===== config.mk =====
export PLATFORM = sky130hd
export DESIGN_NAME = radix64_text_encoder_flat
export DESIGN_NICKNAME = d
export VERILOG_FILES = /design/src/hdl/r64e_pkg.sv /design/src/hdl/r64e_stream_if.sv /design/src/hdl/r64e_front.sv /design/src/hdl/r64e_queue.sv /design/src/hdl/r64e_back.sv /design/src/hdl/radix64_text_encoder.sv /design/src/flat_wrapper.sv
export SDC_FILE = /design/constraint.sdc
export NUM_CORES = 1
export LEC_CHECK = 0
export BUFFER_PORTS_ARGS = -buffer_cell sky130_fd_sc_hd__buf_2
export CORE_MARGIN = 2
export CORE_UTILIZATION = 60
export CTS_CLUSTER_DIAMETER = 150
export DETAILED_ROUTE_END_ITERATION = 16
export GPL_ROUTABILITY_DRIVEN = 1
export PLACE_DENSITY = 0.75
export SLEW_MARGIN = 20
export SYNTH_ARGS = -nofsm -noshare
export SYNTH_HDL_FRONTEND = slang
export SYNTH_SLANG_ARGS = --single-unit

===== constraint.sdc =====
create_clock -name i_clk -period 3.16 [get_ports i_clk]
set_clock_uncertainty 0.1 [all_clocks]
set_input_delay 0.632 -clock i_clk [delete_from_list [all_inputs] [get_ports i_clk]]
set_output_delay 0.632 -clock i_clk [all_outputs]
set_load 0.02 [all_outputs]

===== src/hdl/r64e_pkg.sv =====
// Package for the radix-64 text encoder: widths, group record, alphabet map.
// No dependencies.
`default_nettype none
package r64e_pkg;

    localparam int unsigned BYTE_W     = 8;
    localparam int unsigned SIX_W      = 6;
    localparam int unsigned CHAR_W     = 7;
    localparam int unsigned QUEUE_DEPTH = 2;

    // Alphabet offsets
    localparam logic [CHAR_W-1:0] DIGIT_BASE = 7'd48;
    localparam logic [CHAR_W-1:0] UPPER_BASE = 7'd54;
    localparam logic [CHAR_W-1:0] LOWER_BASE = 7'd60;
    localparam logic [CHAR_W-1:0] CHAR_HASH  = 7'd35;

    localparam logic [SIX_W-1:0] LAST_DIGIT = 6'd9;
    localparam logic [SIX_W-1:0] LAST_UPPER = 6'd36;
    localparam logic [SIX_W-1:0] LAST_LOWER = 6'd62;

    // Fill level of the open group
    typedef enum logic [1:0] {
        POS_EMPTY = 2'd0,
        POS_ONE   = 2'd1,
        POS_TWO   = 2'd2,
        POS_SPARE = 2'd3
    } t_group_pos;

    // Character slot within a group
    typedef enum logic [1:0] {
        SLOT_B1  = 2'd0,
        SLOT_B2  = 2'd1,
        SLOT_B3  = 2'd2,
        SLOT_TOP = 2'd3
    } t_slot;

    typedef struct packed {
        logic [BYTE_W-1:0] b1;
        logic [BYTE_W-1:0] b2;
        logic [BYTE_W-1:0] b3;
        logic              last;
    } t_group;

    function automatic logic [CHAR_W-1:0] six_to_char(input logic [SIX_W-1:0] v);
        logic [CHAR_W-1:0] v7;
        v7 = {1'b0, v};
        if (v <= LAST_DIGIT)      six_to_char = v7 + DIGIT_BASE;
        else if (v <= LAST_UPPER) six_to_char = v7 + UPPER_BASE;
        else if (v <= LAST_LOWER) six_to_char = v7 + LOWER_BASE;
        else                      six_to_char = CHAR_HASH;
    endfunction

endpackage
`default_nettype wire


===== src/hdl/r64e_stream_if.sv =====
// Valid/ready stream interfaces for the byte input and the character output.
// Depends on r64e_pkg for field widths.
`default_nettype none
interface r64e_byte_if;
    logic                         valid;
    logic                         ready;
    logic [r64e_pkg::BYTE_W-1:0]  data_byte;
    logic                         end_of_message;

    modport source(output valid, data_byte, end_of_message, input ready);
    modport sink(input valid, data_byte, end_of_message, output ready);
endinterface

interface r64e_char_if;
    logic                         valid;
    logic                         ready;
    logic [r64e_pkg::CHAR_W-1:0]  text_char;
    logic                         last_char;

    modport source(output valid, text_char, last_char, input ready);
    modport sink(input valid, text_char, last_char, output ready);
endinterface
`default_nettype wire


===== src/hdl/r64e_front.sv =====
// Front end: collects bytes into groups of three, closes short groups on end of message.
// Depends on r64e_pkg.
`default_nettype none
module r64e_front (
    input  wire logic                         i_clk,
    input  wire logic                         i_rst_n,
    input  wire logic                         i_valid,
    output logic                              o_ready,
    input  wire logic [r64e_pkg::BYTE_W-1:0]  i_data_byte,
    input  wire logic                         i_end_of_message,
    output logic                              o_push,
    output r64e_pkg::t_group                  o_group,
    input  wire logic                         i_space
);
    r64e_pkg::t_group_pos         r_pos, n_pos;
    logic [r64e_pkg::BYTE_W-1:0]  r_b1, n_b1;
    logic [r64e_pkg::BYTE_W-1:0]  r_b2, n_b2;
    logic                         w_accept;

    assign o_ready  = i_space;
    assign w_accept = i_valid && i_space;

    always_comb begin
        n_pos   = r_pos;
        n_b1    = r_b1;
        n_b2    = r_b2;
        o_push  = 1'b0;
        o_group = '{b1: i_data_byte, b2: '0, b3: '0, last: 1'b1};
        case (r_pos)
            r64e_pkg::POS_ONE: begin
                o_group = '{b1: r_b1, b2: i_data_byte, b3: '0, last: 1'b1};
                if (w_accept) begin
                    if (i_end_of_message) begin
                        o_push = 1'b1;
                        n_pos  = r64e_pkg::POS_EMPTY;
                        n_b1   = '0;
                    end else begin
                        n_b2  = i_data_byte;
                        n_pos = r64e_pkg::POS_TWO;
                    end
                end
            end
            r64e_pkg::POS_TWO: begin
                o_group = '{b1: r_b1, b2: r_b2, b3: i_data_byte, last: i_end_of_message};
                if (w_accept) begin
                    o_push = 1'b1;
                    n_pos  = r64e_pkg::POS_EMPTY;
                    n_b1   = '0;
                    n_b2   = '0;
                end
            end
            default: begin
                // empty group; the spare code is treated the same way
                if (w_accept) begin
                    if (i_end_of_message) begin
                        o_push = 1'b1;
                        n_pos  = r64e_pkg::POS_EMPTY;
                    end else begin
                        n_b1  = i_data_byte;
                        n_pos = r64e_pkg::POS_ONE;
                    end
                end
            end
        endcase
    end

    always_ff @(posedge i_clk) begin
        if (!i_rst_n) begin
            r_pos <= r64e_pkg::POS_EMPTY;
            r_b1  <= '0;
            r_b2  <= '0;
        end else begin
            r_pos <= n_pos;
            r_b1  <= n_b1;
            r_b2  <= n_b2;
        end
    end
endmodule
`default_nettype wire


===== src/hdl/r64e_queue.sv =====
// Short group queue between front and back ends.
// Depends on r64e_pkg for the group record.
`default_nettype none
module r64e_queue #(
    parameter int unsigned DEPTH = r64e_pkg::QUEUE_DEPTH
) (
    input  wire logic             i_clk,
    input  wire logic             i_rst_n,
    input  wire logic             i_push,
    input  wire r64e_pkg::t_group i_group,
    output logic                  o_space,
    input  wire logic             i_pop,
    output logic                  o_valid,
    output r64e_pkg::t_group      o_group
);
    localparam int unsigned PTR_W = (DEPTH > 1) ? $clog2(DEPTH) : 1;
    localparam int unsigned CNT_W = $clog2(DEPTH + 1);

    r64e_pkg::t_group   r_mem [DEPTH];
    logic [PTR_W-1:0]   r_wr, n_wr;
    logic [PTR_W-1:0]   r_rd, n_rd;
    logic [CNT_W-1:0]   r_cnt, n_cnt;
    logic               w_push;
    logic               w_pop;

    assign o_space = (r_cnt != CNT_W'(DEPTH));
    assign o_valid = (r_cnt != '0);
    assign o_group = r_mem[r_rd];
    assign w_push  = i_push && o_space;
    assign w_pop   = i_pop && o_valid;

    always_comb begin
        n_wr  = r_wr;
        n_rd  = r_rd;
        n_cnt = r_cnt;
        if (w_push) n_wr = (r_wr == PTR_W'(DEPTH - 1)) ? '0 : r_wr + 1'b1;
        if (w_pop)  n_rd = (r_rd == PTR_W'(DEPTH - 1)) ? '0 : r_rd + 1'b1;
        if (w_push && !w_pop)      n_cnt = r_cnt + 1'b1;
        else if (w_pop && !w_push) n_cnt = r_cnt - 1'b1;
    end

    always_ff @(posedge i_clk) begin
        if (!i_rst_n) begin
            r_wr  <= '0;
            r_rd  <= '0;
            r_cnt <= '0;
        end else begin
            r_wr  <= n_wr;
            r_rd  <= n_rd;
            r_cnt <= n_cnt;
        end
    end

    always_ff @(posedge i_clk) begin
        if (w_push) r_mem[r_wr] <= i_group;
    end
endmodule
`default_nettype wire


===== src/hdl/r64e_back.sv =====
// Back end: splits a group into four six-bit values, maps them to characters,
// and holds each one in the output register. Depends on r64e_pkg.
`default_nettype none
module r64e_back (
    input  wire logic                         i_clk,
    input  wire logic                         i_rst_n,
    input  wire logic                         i_q_valid,
    input  wire r64e_pkg::t_group             i_q_group,
    output logic                              o_pop,
    output logic                              o_valid,
    input  wire logic                         i_ready,
    output logic [r64e_pkg::CHAR_W-1:0]       o_text_char,
    output logic                              o_last_char
);
    r64e_pkg::t_group              r_grp, n_grp;
    logic                          r_busy, n_busy;
    r64e_pkg::t_slot               r_slot, n_slot;
    logic                          r_ovalid, n_ovalid;
    logic [r64e_pkg::CHAR_W-1:0]   r_char, n_char;
    logic                          r_last, n_last;
    logic                          w_adv;
    logic [r64e_pkg::SIX_W-1:0]    w_six;

    assign o_valid     = r_ovalid;
    assign o_text_char = r_char;
    assign o_last_char = r_last;

    always_comb begin
        case (r_slot)
            r64e_pkg::SLOT_B1: w_six = r_grp.b1[r64e_pkg::SIX_W-1:0];
            r64e_pkg::SLOT_B2: w_six = r_grp.b2[r64e_pkg::SIX_W-1:0];
            r64e_pkg::SLOT_B3: w_six = r_grp.b3[r64e_pkg::SIX_W-1:0];
            default:           w_six = {r_grp.b1[7:6], r_grp.b2[7:6], r_grp.b3[7:6]};
        endcase
    end

    always_comb begin
        w_adv    = !r_ovalid || i_ready;
        n_grp    = r_grp;
        n_busy   = r_busy;
        n_slot   = r_slot;
        n_ovalid = r_ovalid;
        n_char   = r_char;
        n_last   = r_last;
        o_pop    = i_q_valid && (!r_busy || (w_adv && r_slot == r64e_pkg::SLOT_TOP));
        if (w_adv) begin
            n_ovalid = r_busy;
            if (r_busy) begin
                n_char = r64e_pkg::six_to_char(w_six);
                n_last = r_grp.last && (r_slot == r64e_pkg::SLOT_TOP);
                n_slot = r64e_pkg::t_slot'(r_slot + 2'd1);
                if (r_slot == r64e_pkg::SLOT_TOP) n_busy = 1'b0;
            end
        end
        // load the next group over the one just finished
        if (o_pop) begin
            n_grp  = i_q_group;
            n_busy = 1'b1;
            n_slot = r64e_pkg::SLOT_B1;
        end
    end

    always_ff @(posedge i_clk) begin
        if (!i_rst_n) begin
            r_busy   <= 1'b0;
            r_slot   <= r64e_pkg::SLOT_B1;
            r_ovalid <= 1'b0;
        end else begin
            r_busy   <= n_busy;
            r_slot   <= n_slot;
            r_ovalid <= n_ovalid;
        end
    end

    always_ff @(posedge i_clk) begin
        r_grp  <= n_grp;
        r_char <= n_char;
        r_last <= n_last;
    end
endmodule
`default_nettype wire


===== src/hdl/radix64_text_encoder.sv =====
// Path: a byte that closes a group is written to the group queue, then loaded into the back
// end's group register, and its first character is mapped into the output register for o_text.
// Throughput: one character per cycle out of the back end while o_text is ready and a group
// is queued, four per group; the character port, not the byte port, limits the input rate.
// Input is refused only while the group queue is full.
// Reset: synchronous, active low; clears the open group, the queue and the output.
`default_nettype none
module radix64_text_encoder #(
    parameter int unsigned QUEUE_DEPTH = r64e_pkg::QUEUE_DEPTH
) (
    input  wire logic     i_clk,
    input  wire logic     i_rst_n,
    r64e_byte_if.sink     i_byte,
    r64e_char_if.source   o_text
);
    // Front end to queue
    logic               w_push;
    logic               w_space;
    r64e_pkg::t_group   w_push_group;

    // Queue to back end
    logic               w_q_valid;
    logic               w_pop;
    r64e_pkg::t_group   w_q_group;

    // Front: gather bytes, close a group on its third byte or on end of message,
    // padding the missing bytes with zero.
    r64e_front u_front (
        .i_clk            (i_clk),
        .i_rst_n          (i_rst_n),
        .i_valid          (i_byte.valid),
        .o_ready          (i_byte.ready),
        .i_data_byte      (i_byte.data_byte),
        .i_end_of_message (i_byte.end_of_message),
        .o_push           (w_push),
        .o_group          (w_push_group),
        .i_space          (w_space)
    );

    // Queue: decouple the byte side from the character side so either may stall.
    r64e_queue #(
        .DEPTH (QUEUE_DEPTH)
    ) u_queue (
        .i_clk   (i_clk),
        .i_rst_n (i_rst_n),
        .i_push  (w_push),
        .i_group (w_push_group),
        .o_space (w_space),
        .i_pop   (w_pop),
        .o_valid (w_q_valid),
        .o_group (w_q_group)
    );

    // Back: emit low six bits of each byte, then the packed top bits,
    // flagging the fourth character of the closing group.
    r64e_back u_back (
        .i_clk       (i_clk),
        .i_rst_n     (i_rst_n),
        .i_q_valid   (w_q_valid),
        .i_q_group   (w_q_group),
        .o_pop       (w_pop),
        .o_valid     (o_text.valid),
        .i_ready     (o_text.ready),
        .o_text_char (o_text.text_char),
        .o_last_char (o_text.last_char)
    );
endmodule
`default_nettype wire


===== src/flat_wrapper.sv =====
// flat-port wrapper written by rule: the top's interface ports become plain ports
module radix64_text_encoder_flat 
#(
    parameter int unsigned QUEUE_DEPTH = r64e_pkg::QUEUE_DEPTH
)
  (i_clk, i_rst_n, i_byte_valid, i_byte_data_byte, i_byte_end_of_message, i_byte_ready, o_text_valid, o_text_text_char, o_text_last_char, o_text_ready);
  r64e_byte_if i_byte_i ();
  r64e_char_if o_text_i ();
  input  wire logic i_clk;
  input  wire logic i_rst_n;
  input wire logic [$bits(i_byte_i.valid)-1:0] i_byte_valid;
  input wire logic [$bits(i_byte_i.data_byte)-1:0] i_byte_data_byte;
  input wire logic [$bits(i_byte_i.end_of_message)-1:0] i_byte_end_of_message;
  output wire logic [$bits(i_byte_i.ready)-1:0] i_byte_ready;
  output wire logic [$bits(o_text_i.valid)-1:0] o_text_valid;
  output wire logic [$bits(o_text_i.text_char)-1:0] o_text_text_char;
  output wire logic [$bits(o_text_i.last_char)-1:0] o_text_last_char;
  input wire logic [$bits(o_text_i.ready)-1:0] o_text_ready;
  assign i_byte_i.valid = i_byte_valid;
  assign i_byte_i.data_byte = i_byte_data_byte;
  assign i_byte_i.end_of_message = i_byte_end_of_message;
  assign i_byte_ready = i_byte_i.ready;
  assign o_text_valid = o_text_i.valid;
  assign o_text_text_char = o_text_i.text_char;
  assign o_text_last_char = o_text_i.last_char;
  assign o_text_i.ready = o_text_ready;
  radix64_text_encoder #(.QUEUE_DEPTH(QUEUE_DEPTH)) u_core (.i_clk(i_clk), .i_rst_n(i_rst_n), .i_byte(i_byte_i), .o_text(o_text_i));
endmodule

==> results.txt, run 1 <==
----------------------------------------------------
[Clock network]
  Root buffer cell ... sky130_fd_sc_hd__clkbuf_8
  Number of hold buffers added after CTS ... 0
  TritonCTS clock tree ... built
  Depth of the CTS H-tree ... 3
  Maximum root-to-sink buffer count ... 2
  Later-pin clock latency in the skew report ... 360 ps
  Number of cells upsized or downsized after cts ... 0
  Clock sink count ... 109
  Post-CTS Setup Inserts ... 0
  Num CTS Buffers ... 9
  Clk slew on worst S/H paths ... 100 ps

[STA]
  Maximum achievable frequency ... 379 MHz
  Final count of negative-setup-slack endpoints ... 0
  Number of hold violations in the final report ... 0
  Final worst-path cycle share ... 0.834
  Number of max-slew violations in the final report ... 0
  Final worst setup slack ... 524 ps
  Worst slew margin relative to its limit ... 0.551
  Final worst path period need ... 2640 ps
  Setup repair after global routing missed its margin ... no
  Setup TNS ... 0 ps
  Hold_ws ... 400 ps
  Slew at the pin closest to its max-slew limit ... 671 ps

[Power and ir drop]
  Worst VDD drop ... 0.458 mV
  Power consumption ... 4.28 mW
  Pwr dens ... 839 mW/mm^2
  Static Leak ... 1.84 nW

[Worst setup path]
  Sequence of cells on the critical path ... inv_1 -> ha_1 -> a222oi_1 -> mux2i_1 -> inv_2 -> a21oi_1 -> or3_4 -> and2_2 -> xnor2_1
  RR Startpoint ... u_core.u_back.r_slot[0]
  Largest delay contributor family on the critical path ... simple AND/OR/NAND/NOR gates
  Number of cells on the worst reg-to-reg path ... 9
  CP Data Arrival Time ... 2640 ps
  Cell with the largest stage delay on the worst path ... sky130_fd_sc_hd__dfxtp_1
  Critical R2R Capture ... u_core.u_back.o_text_char[1]
  Worst Setup End Kind ... flop
  Reg-to-reg setup timing slack ... 520 ps
  CP Data Required Time ... 3170 ps
  WP buf/inv ... 2
  Type of the setup path with the least slack ... flop to flop
  Setup crit start kind ... flop
  Worst path max stage delay ... 400 ps
  Maximum fanout along the worst path ... 6

[Synthesis]
  Library cells used by synthesis ... 39
  Proportion of register bits with asynchronous set or reset after synthesis ... 0
  Portion of the post-synthesis area used by sequential elements ... 0.647
  Nets in the synthesized netlist ... 389
  Average cell area after synthesis ... 12.7 um^2
  Count of state elements after synthesis ... 109
  Netlist area before placement ... 0.00465 mm^2
  Number of flops mapped to enable cells by yosys ... 83
  Number of cells produced by synthesis ... 366
  Top FF cell, synth ... sky130_fd_sc_hd__edfxtp_1
  Total number of yosys warnings ... 0

[Placed design]
  Number of port buffers ... 22
  Routability congestion estimate ... 0.914
  Post-DP HPWL ... 5420 um
  Worst slack, placed ... 545 ps
  Instance area at placement ... 0.00487 mm^2

[Worst hold path]
  Type of the tightest min-delay check ... flop to flop
  Worst-case hold path end point ... u_core.u_back.o_valid
  Worst hold start ... u_core.u_back.r_busy
  Hold path cells ... 2

[Floorplanning]
  Die footprint ... 0.00848 mm^2
  Number of I/O pins ... 23
  Vert. Die Dim ... 92.1 um
  Horizontal die dimension ... 92.1 um
  Std-Cell Rows ... 32
  Initial cell density of the core ... 0.612
  Placeable core area ... 0.00761 mm^2

[Global routing]
  Aggregate global-route resource usage ... 0.209
  Vias in the first global route ... 2,696
  First-pass GRT wire length ... 13,400 um
  Maximum number of pins on one net before global-route repair ... 26
  Grt total ovfl ... 0
  Initial antenna violation count ... 0

[Layout]
  Leading cell types in the layout, fill and taps excluded ... sky130_fd_sc_hd__edfxtp_1 (83), sky130_fd_sc_hd__nand2_1 (36), sky130_fd_sc_hd__a21oi_1 (28)
  Relative area change from synthesis to final layout ... 9.76%
  Fraction of layout instances using a drive strength above 1 ... 0.198
  Layout Cell Area excl Fill ... 0.00511 mm^2
  Antenna diodes ... 0
  Final nets ... 412
  Most common cell after layout, fill and taps aside ... sky130_fd_sc_hd__edfxtp_1

[Detailed routing]
  Number of iterations in the first detailed-routing pass ... 5
  Final antenna-violating net count ... 0
  Remaining routing DRC violations ... 0
  Per-cell via count in the routed design ... 5.57
  Routed WL ... 8010 um
  Via count of the routed design ... 2,764
  Starting DRC count in detailed routing ... 176
  Post-DR wirelength/cell ... 16.1 um

[Outcome]
  Result of the run ... finished, final reports clean

[Job]
  MaxCap Viol Count ... 0

----------------------------------------------------
[worst min-delay path, cell delays in order, from the launching register on]
cell and delay [ps]:
sky130_fd_sc_hd__dfxtp_1 320, sky130_fd_sc_hd__inv_1 60, sky130_fd_sc_hd__a21boi_0 80
[per-stage QoR]
step / cells / util
2_1_floorplan: 366 / -
3_3_place_gp: 480 / 0.641
3_5_place_dp: 480 / 0.641
4_1_cts: 496 / 0.671
5_1_grt: 496 / 0.671
6_report: 496 / 0.671
[report_power, final]
group / switching [mW] / leakage (nW) / internal, mW
sequential: 0.108 / 0.983 / 1.92
clock: 0.439 / 0.120 / 0.491
combinational: 0.798 / 0.738 / 0.533
[routing by layer]
| layer | GRT usage | vias up | share of wire | wire, um |
|---|---|---|---|---|
| met5 | 0 | - | 0 | 0 |
| met4 | 0.0609 | 0 | 0.014 | 112 |
| met3 | 0.0444 | 10 | 0.040 | 317 |
| met2 | 0.343 | 73 | 0.48 | 3880 |
| met1 | 0.284 | 1322 | 0.46 | 3690 |
| li1 | - | 1359 | - | - |
[layout make-up]
| class | instances | area (um^2) |
|---|---|---|
| Clock buffer | 11 | 151 |
| Clock inverter | 5 | 82.6 |
| Fill cell | 579 | 2500 |
| Inverter | 17 | 63.8 |
| Multi-Input combinational cell | 225 | 1520 |
| Sequential cell | 109 | 3010 |
| Tap cell | 102 | 128 |
| Timing Repair Buffer | 27 | 148 |
[kinds of logic after synthesis]
kind of cell               after synthesis  synth area share
AOI/OAI and AO/OA                       59            0.0809
adders and majority gates               10            0.0269
DFF                                    109             0.647
and+or+nand+nor                        117             0.127
buffers and inverters                   32            0.0261
muxes                                   32            0.0782
xor gates and xnor gates                 7            0.0132
[worst max path at each step]
stage	start	to	depth (start not counted)
after floorplan	u_core.u_queue.r_cnt[0]	u_core.u_queue.r_mem[0][0]	4
after global placement	u_core.u_back.r_slot[0]	u_core.u_back.o_text_char[1]	9
after detailed placement	u_core.u_back.r_slot[0]	u_core.u_back.o_text_char[1]	9
after CTS	u_core.u_back.r_slot[0]	u_core.u_back.o_text_char[1]	9
after global routing	u_core.u_back.r_slot[0]	u_core.u_back.o_text_char[1]	9
final	u_core.u_back.r_slot[0]	u_core.u_back.o_text_char[1]	9
[flip-flops by register name, summed over array words and instances (netlist names)]
name,flops
u_core.u_queue.r_mem,50
u_core.u_queue.r_rd,1
u_core.u_back.r_busy,1
u_core.u_queue.r_cnt,2
u_core.u_back.o_last_char,1
u_core.u_queue.r_wr,1
u_core.u_front.r_b2,8
u_core.u_back.r_grp,25
u_core.u_back.r_slot,2
u_core.u_front.r_b1,8
u_core.u_back.o_text_char,7
u_core.u_front.r_pos,2
u_core.u_back.o_valid,1
[cell usage after synthesis, types with 6 or more instances]
library cell	count	area, um^2
sky130_fd_sc_hd__a21oi_1	28	140
sky130_fd_sc_hd__a22oi_1	11	82.6
sky130_fd_sc_hd__and2_1	13	81.3
sky130_fd_sc_hd__clkbuf_1	13	48.8
sky130_fd_sc_hd__dfxtp_1	26	521
sky130_fd_sc_hd__edfxtp_1	83	2490
sky130_fd_sc_hd__ha_1	10	125
sky130_fd_sc_hd__inv_1	16	60.1
sky130_fd_sc_hd__mux2_2	27	304
sky130_fd_sc_hd__nand2_1	36	135
sky130_fd_sc_hd__nor2_1	26	97.6
sky130_fd_sc_hd__nor2b_1	18	113
sky130_fd_sc_hd__nor3b_1	9	67.6
sky130_fd_sc_hd__o21ai_0	6	30.0
sky130_fd_sc_hd__xnor2_1	6	52.6
Note: power is estimated with default switching activity, not from simulation.
==> inputs of run 2 (changes only) <==
--- a/config.mk
+++ b/config.mk
@@ -5,6 +5,7 @@
 export SDC_FILE = /design/constraint.sdc
 export NUM_CORES = 1
 export LEC_CHECK = 0
+export ABC_AREA = 1
 export BUFFER_PORTS_ARGS = -buffer_cell sky130_fd_sc_hd__buf_2
 export CORE_MARGIN = 2
 export CORE_UTILIZATION = 60
==> constraint.sdc (replaced) <==
create_clock -name i_clk -period 2.7 [get_ports i_clk]
set_clock_uncertainty 0.1 [all_clocks]
set_input_delay 0.54 -clock i_clk [delete_from_list [all_inputs] [get_ports i_clk]]
set_output_delay 0.54 -clock i_clk [all_outputs]
set_load 0.02 [all_outputs]
==> run 2 against run 1 <==
  * Maximum frequency grew 21%
  * Worst hold slack lost 34 ps
  * Power grew 25%
  * Die area grew 2.7%
  * Design area grew 1.8%
  * Routed wire length grew 7.3%
  * First-iteration DRC count grew 18%
  * Non-clock buffer count grew 3
  * Sequential share of layout area shrank 1.1 points
  * Clock power shrank 1%
  * Highest routed layer unchanged
==> results.txt, run 2 <==
----------------------------------------------------
[Global routing]
  Aggregate global-route resource usage ... 0.216
  Vias in the first global route ... 3,053
  Initial antenna violation count ... 0
  Grt total ovfl ... 0
  First-pass GRT wire length ... 14,300 um
  Maximum number of pins on one net before global-route repair ... 26

[Placed design]
  Routability congestion estimate ... 0.813
  Number of port buffers ... 22
  Worst slack, placed ... 492 ps
  Post-DP HPWL ... 6080 um

[Worst setup path]
  CP Data Required Time ... 2680 ps
  CP Data Arrival Time ... 2160 ps
  RR Startpoint ... u_core.u_front.r_pos[0]
  Type of the setup path with the least slack ... flop to flop
  Maximum fanout along the worst path ... 19
  Setup crit start kind ... flop
  Reg-to-reg setup timing slack ... 520 ps
  Number of cells on the worst reg-to-reg path ... 5
  Worst Setup End Kind ... flop
  Timing startpoint of the critical path ... u_core.u_front.r_pos[0]
  Critical R2R Capture ... u_core.u_queue.r_mem[0][17]
  Last element of the critical path ... u_core.u_queue.r_mem[0][17]

[Floorplanning]
  Placeable core area ... 0.00773 mm^2
  Number of I/O pins ... 23
  Die footprint ... 0.00870 mm^2
  Std-Cell Rows ... 32
  Vert. Die Dim ... 93.3 um
  Initial cell density of the core ... 0.619
  Horizontal die dimension ... 93.3 um

[Worst hold path]
  Type of the tightest min-delay check ... input port to flop

[Clock network]
  Number of hold buffers added after CTS ... 0
  TritonCTS clock tree ... built
  Root buffer cell ... sky130_fd_sc_hd__clkbuf_8
  Later-pin clock latency in the skew report ... 360 ps
  Num CTS Buffers ... 9
  Maximum root-to-sink buffer count ... 2
  Number of cells upsized or downsized after cts ... 0
  Clk slew on worst S/H paths ... 110 ps
  Clock sink count ... 109
  Post-CTS Setup Inserts ... 0
  Depth of the CTS H-tree ... 3

[STA]
  Number of max-slew violations in the final report ... 0
  Setup repair after global routing missed its margin ... no
  Final worst-path cycle share ... 0.807
  Final worst path period need ... 2180 ps
  Worst slew margin relative to its limit ... 0.591
  Final worst setup slack ... 522 ps
  Maximum achievable frequency ... 459 MHz
  Number of hold violations in the final report ... 0
  Setup TNS ... 0 ps
  Final count of negative-setup-slack endpoints ... 0
  Slew at the pin closest to its max-slew limit ... 614 ps

[Synthesis]
  Total number of yosys warnings ... 0
  Portion of the post-synthesis area used by sequential elements ... 0.630
  Top post-synthesis cells by area ... sky130_fd_sc_hd__edfxtp_1 (52%), sky130_fd_sc_hd__nand2_1 (13%), sky130_fd_sc_hd__dfxtp_1 (11%)
  Number of flops mapped to enable cells by yosys ... 83
  Cell type with the highest aggregate area in the netlist ... sky130_fd_sc_hd__edfxtp_1
  Count of state elements after synthesis ... 109
  Number of cells produced by synthesis ... 474
  Nets in the synthesized netlist ... 497
  Proportion of register bits with asynchronous set or reset after synthesis ... 0
  Top FF cell, synth ... sky130_fd_sc_hd__edfxtp_1
  Library cells used by synthesis ... 31
  Average cell area after synthesis ... 10.1 um^2
  Netlist area before placement ... 0.00478 mm^2
  Proportion of netlist area held by the largest area contributor ... 0.521
  Most used standard cell by instance count after synthesis ... sky130_fd_sc_hd__nand2_1
  Leading cell types by count after synthesis ... sky130_fd_sc_hd__nand2_1 (170), sky130_fd_sc_hd__edfxtp_1 (83), sky130_fd_sc_hd__a21oi_1 (33)

[Power and ir drop]
  Pwr dens ... 1030 mW/mm^2
  Static Leak ... 2.11 nW
  Worst VDD drop ... 0.563 mV

[Detailed routing]
  Starting DRC count in detailed routing ... 207
  Routed WL ... 8590 um
  Post-DR wirelength/cell ... 14.1 um
  Remaining routing DRC violations ... 0
  Final antenna-violating net count ... 0
  Per-cell via count in the routed design ... 5.31
  Number of iterations in the first detailed-routing pass ... 5
  Via count of the routed design ... 3,224

[Layout]
  Biggest registers after layout ... u_core.u_queue.r_mem: 50 flops, u_core.u_back.r_grp: 25 flops
  Antenna diodes ... 0
  Largest reg by FF count ... u_core.u_queue.r_mem
  Final nets ... 523
  Most common cell after layout, fill and taps aside ... sky130_fd_sc_hd__nand2_1
  Fraction of layout instances using a drive strength above 1 ... 0.168
  Number of flip-flops in the largest register ... 50
  Leading cell types in the layout, fill and taps excluded ... sky130_fd_sc_hd__nand2_1 (170), sky130_fd_sc_hd__edfxtp_1 (83), sky130_fd_sc_hd__a21oi_1 (33)
  Relative area change from synthesis to final layout ... 8.71%

[Job]
  MaxCap Viol Count ... 0

[Outcome]
  Result of the run ... finished, final reports clean

----------------------------------------------------
run 2: cell types whose count changed in the layout (fill, tap and decap cells not counted), sizes merged, moves of 6 or more:
cell / delta
o21ai: +20
inv: +21
xnor2: -6
and2: -14
nor2b: -18
nand3: +13
nor3b: -9
a22oi: -11
mux2: -29
nand2: +144
run 2: power breakdown:
| group | internal [mW] | switching, mW | total (mW) | leakage (nW) |
|---|---|---|---|---|
| Clock | 0.356 | 0.566 | 0.922 | 0.0874 |
| Sequential | 2.36 | 0.137 | 2.50 | 0.994 |
| Combinational | 0.600 | 1.32 | 1.92 | 1.03 |
run 2: worst max-delay path, cell delays in order (launching register included):
cell	delay [ps]
sky130_fd_sc_hd__dfxtp_1	350
sky130_fd_sc_hd__inv_1	60
sky130_fd_sc_hd__ha_1	680
sky130_fd_sc_hd__clkinv_1	440
sky130_fd_sc_hd__nand2_1	130
sky130_fd_sc_hd__o21ai_0	130
run 2: worst min-delay path by stage:
stage	startpoint	to	slack [ps]	cells past startpoint
floorplan	u_core.u_front.r_b2[0]	u_core.u_front.r_b2[0]	350	2
global placement	u_core.u_front.r_b2[6]	u_core.u_front.r_b2[6]	350	2
detailed placement	u_core.u_front.r_b2[6]	u_core.u_front.r_b2[6]	360	2
CTS	o_text_ready	u_core.u_back.o_valid	350	4
global route	i_byte_data_byte[6]	u_core.u_front.r_b2[6]	380	3
finish	i_byte_data_byte[4]	u_core.u_front.r_b2[4]	370	3
run 2: metal layers:
layer,global-route usage,wire length [um],vias to the layer above
li1,-,-,1624
met1,0.270,3620,1494
met2,0.356,4330,84
met3,0.0411,369,22
met4,0.121,267,0
met5,0,0,-
run 2: layout make-up:
type                    instances  area, um^2
clock buffers                   9         124
clock inverters                 7        65.1
fillers                       573        2530
inverters                      37         139
multi-input cells             313        1560
flip-flops and latches        109        3010
well taps                     102         128
repair buffers                 30         170
run 2: cells by family (layout without fill, tap and decap cells):
group                    after synthesis  in the layout  synth area share
AO/OA/AOI/OAI                         68             68            0.0800
AND/OR/NAND/NOR                      231            231             0.212
adder cells (fa/ha/maj)               10             10            0.0262
buffers and inverters                 52             83            0.0447
flip-flops                           109            109             0.630
XOR/XNOR                               4              4           0.00732
run 2: through the flow:
step                total power, mW  hold slack, ps  cells  utilization  area (um^2)
detailed placement             4.46             356    591        0.649         5010
floorplan                      3.95             346    474            -         4790
CTS                            5.37             349    607        0.673         5200
finish                         5.34             366    607        0.673         5200
global route                   5.70             377    607        0.673         5200
global placement               4.39             354    591        0.649         5010
==> inputs of run 3 (changes only) <==
--- a/config.mk
+++ b/config.mk
@@ -5,14 +5,14 @@
 export SDC_FILE = /design/constraint.sdc
 export NUM_CORES = 1
 export LEC_CHECK = 0
-export ABC_AREA = 1
+export ABC_AREA = 0
 export BUFFER_PORTS_ARGS = -buffer_cell sky130_fd_sc_hd__buf_2
 export CORE_MARGIN = 2
-export CORE_UTILIZATION = 60
+export CORE_UTILIZATION = 55
 export CTS_CLUSTER_DIAMETER = 150
 export DETAILED_ROUTE_END_ITERATION = 16
 export GPL_ROUTABILITY_DRIVEN = 1
-export PLACE_DENSITY = 0.75
+export PLACE_DENSITY = 0.73
 export SLEW_MARGIN = 20
 export SYNTH_ARGS = -nofsm -noshare
 export SYNTH_HDL_FRONTEND = slang
==> constraint.sdc (replaced) <==
create_clock -name i_clk -period 1.8 [get_ports i_clk]
set_clock_uncertainty 0.1 [all_clocks]
set_input_delay 0.36 -clock i_clk [delete_from_list [all_inputs] [get_ports i_clk]]
set_output_delay 0.36 -clock i_clk [all_outputs]
set_load 0.02 [all_outputs]
==> run 3 against run 2 <==
  * The flow now finishes with violations (setup timing)
  * Worst setup slack worse by 1100 ps
  * Global-route usage is 2.6 points lower
  * Combinational power up 97%
  * Die area up 5.8%
  * Design area increased by 9.5%
  * First-iteration DRC count is 41% lower
  * Critical path depth up 4
  * Largest power group is now combinational logic
  * Highest routed layer unchanged
==> results.txt, run 3 (synthesized netlist as in run 1, its figures left out) <==
----------------------------------------------------
[Outcome]
  Result of the run ... finished, violations left
  Failing checks ... setup timing

[Worst setup path]
  Worst path max stage delay ... 390 ps
  CP Data Arrival Time ... 2410 ps
  Cell with the largest stage delay on the worst path ... sky130_fd_sc_hd__dfxtp_4
  Type of the setup path with the least slack ... flop to flop
  Sequence of cells on the critical path ... inv_4 -> ha_4 -> buf_4 -> a222oi_1 -> mux2_4 -> a21oi_2 -> or3_4 -> and2_4 -> xnor2_2
  CP Data Required Time ... 1820 ps
  Worst Setup End Kind ... flop
  Setup crit start kind ... flop
  Number of cells on the worst reg-to-reg path ... 9
  Maximum fanout along the worst path ... 6

[Layout]
  Number of flip-flops in the largest register ... 50
  Leading cell types in the layout, fill and taps excluded ... sky130_fd_sc_hd__edfxtp_1 (83), sky130_fd_sc_hd__buf_4 (38), sky130_fd_sc_hd__nand2_1 (32)
  Count of placed standard cells in the final layout, fillers left out ... 542
  Antenna diodes ... 0
  Layout Cell Area excl Fill ... 0.00570 mm^2
  Largest reg by FF count ... u_core.u_queue.r_mem
  Final core area utilization ... 0.693
  Biggest registers after layout ... u_core.u_queue.r_mem: 50 flops, u_core.u_back.r_grp: 25 flops
  Fraction of layout instances using a drive strength above 1 ... 0.352
  Most common cell after layout, fill and taps aside ... sky130_fd_sc_hd__edfxtp_1
  Final nets ... 455
  Relative area change from synthesis to final layout ... 22.4%

[Global routing]
  Maximum number of pins on one net before global-route repair ... 27
  Aggregate global-route resource usage ... 0.191
  Initial antenna violation count ... 0
  Grt total ovfl ... 0
  First-pass GRT wire length ... 13,100 um
  Vias in the first global route ... 2,777

[Floorplanning]
  Vert. Die Dim ... 96.0 um
  Die footprint ... 0.00921 mm^2
  Initial cell density of the core ... 0.566
  Number of I/O pins ... 23
  Placeable core area ... 0.00822 mm^2
  Horizontal die dimension ... 96.0 um
  Std-Cell Rows ... 33

[STA]
  Maximum achievable frequency ... 419 MHz
  Hold_ws ... 264 ps
  Setup repair after global routing missed its margin ... yes
  Number of max-slew violations in the final report ... 0
  Final worst setup slack ... -588 ps
  Final count of negative-setup-slack endpoints ... 34
  Final worst path period need ... 2390 ps
  Number of hold violations in the final report ... 0
  Setup TNS ... -5150 ps
  Final worst-path cycle share ... 1.33
  Slew at the pin closest to its max-slew limit ... 552 ps
  Worst slew margin relative to its limit ... 0.631

[Power and ir drop]
  Pwr dens ... 1520 mW/mm^2
  Worst VDD drop ... 0.590 mV
  Static Leak ... 2.09 nW
  Power consumption ... 8.64 mW

[Detailed routing]
  Per-cell via count in the routed design ... 5.52
  Post-DR wirelength/cell ... 16.5 um
  Final antenna-violating net count ... 0
  Remaining routing DRC violations ... 0
  Via count of the routed design ... 2,992
  Number of iterations in the first detailed-routing pass ... 4
  Starting DRC count in detailed routing ... 122
  Routed WL ... 8920 um

[Clock network]
  Maximum root-to-sink buffer count ... 2
  Depth of the CTS H-tree ... 3
  Number of hold buffers added after CTS ... 0
  Clock sink count ... 109
  TritonCTS clock tree ... built
  Root buffer cell ... sky130_fd_sc_hd__clkbuf_8
  Clk slew on worst S/H paths ... 100 ps
  Later-pin clock latency in the skew report ... 350 ps
  Num CTS Buffers ... 9

[Placed design]
  Number of port buffers ... 22
  Instance area at placement ... 0.00526 mm^2
  Worst slack, placed ... -505 ps
  Routability congestion estimate ... 0.813
  Post-DP HPWL ... 5620 um
  DP Cell Count ... 512

[Job]
  MaxCap Viol Count ... 0

[Worst hold path]
  Type of the tightest min-delay check ... input port to flop
  Hold path cells ... 3

----------------------------------------------------
==> run 3: cell types whose count changed in the layout (fill, tap and decap cells not counted), moves of 8 or more <==
cell / before / now
sky130_fd_sc_hd__nor2b_1: 0 / 18
sky130_fd_sc_hd__nor3b_1: 0 / 8
sky130_fd_sc_hd__o21ai_0: 21 / 2
sky130_fd_sc_hd__a22oi_1: 0 / 11
sky130_fd_sc_hd__nand3_1: 13 / 2
sky130_fd_sc_hd__and2_1: 0 / 12
sky130_fd_sc_hd__inv_1: 28 / 12
sky130_fd_sc_hd__mux2_2: 0 / 25
sky130_fd_sc_hd__a21oi_1: 33 / 24
sky130_fd_sc_hd__nand2_1: 170 / 32
sky130_fd_sc_hd__nor2_1: 16 / 25
sky130_fd_sc_hd__buf_4: 8 / 38
==> run 3: path summary, 6_finish.rpt <==
check | endpoint | slack [ps] | startpoint
worst min-delay path | u_core.u_back.o_valid | 260 | o_text_ready
worst max-delay path | u_core.u_back.o_text_char[1] | -590 | u_core.u_back.r_slot[0]
worst min register to register | u_core.u_front.r_b1[2] | 420 | u_core.u_front.r_b1[2]
worst max register to register | u_core.u_back.o_text_char[1] | -590 | u_core.u_back.r_slot[0]
==> run 3: worst max-delay path, delay by kind of cell, from the launching register on <==
| family | cells | cell delay (ps) |
|---|---|---|
| AO/OA/AOI/OAI | 2 | 360 |
| XOR/XNOR | 1 | 130 |
| adder cells (fa/ha/maj) | 1 | 180 |
| buffers and inverters | 2 | 200 |
| flip-flops | 1 | 390 |
| multiplexers | 1 | 280 |
| AND/OR/NAND/NOR | 2 | 510 |
==> run 3: power breakdown <==
part	leakage, nW	internal, mW	switching [mW]
Clock	0.0880	0.537	0.783
Combinational	1.01	1.87	1.91
Sequential	0.986	3.37	0.168
==> run 3: layer usage <==
layer,share of wire,wire [um],GRT usage
met2,0.49,4410,0.314
met1,0.44,3950,0.250
met5,0,0,0
met3,0.033,292,0.0290
met4,0.029,263,0.0857
==> run 3: repair_timing <==
action,4_1_cts,5_1_grt
endpoints found under the setup margin,8,40
gates cloned,0,1
hold endpoints to repair,0,0
setup buffers,6,9
pin swaps,7,14
resized for setup,4,28
==> run 3: final cells by class <==
| type | count | area (um^2) |
|---|---|---|
| sequential | 109 | 3030 |
| clock inverter | 6 | 38.8 |
| tap | 105 | 131 |
| clock buffer | 10 | 138 |
| timing repair buffer | 70 | 574 |
| multi-input combinational | 225 | 1720 |
| fill | 565 | 2520 |
| inverter | 17 | 72.6 |
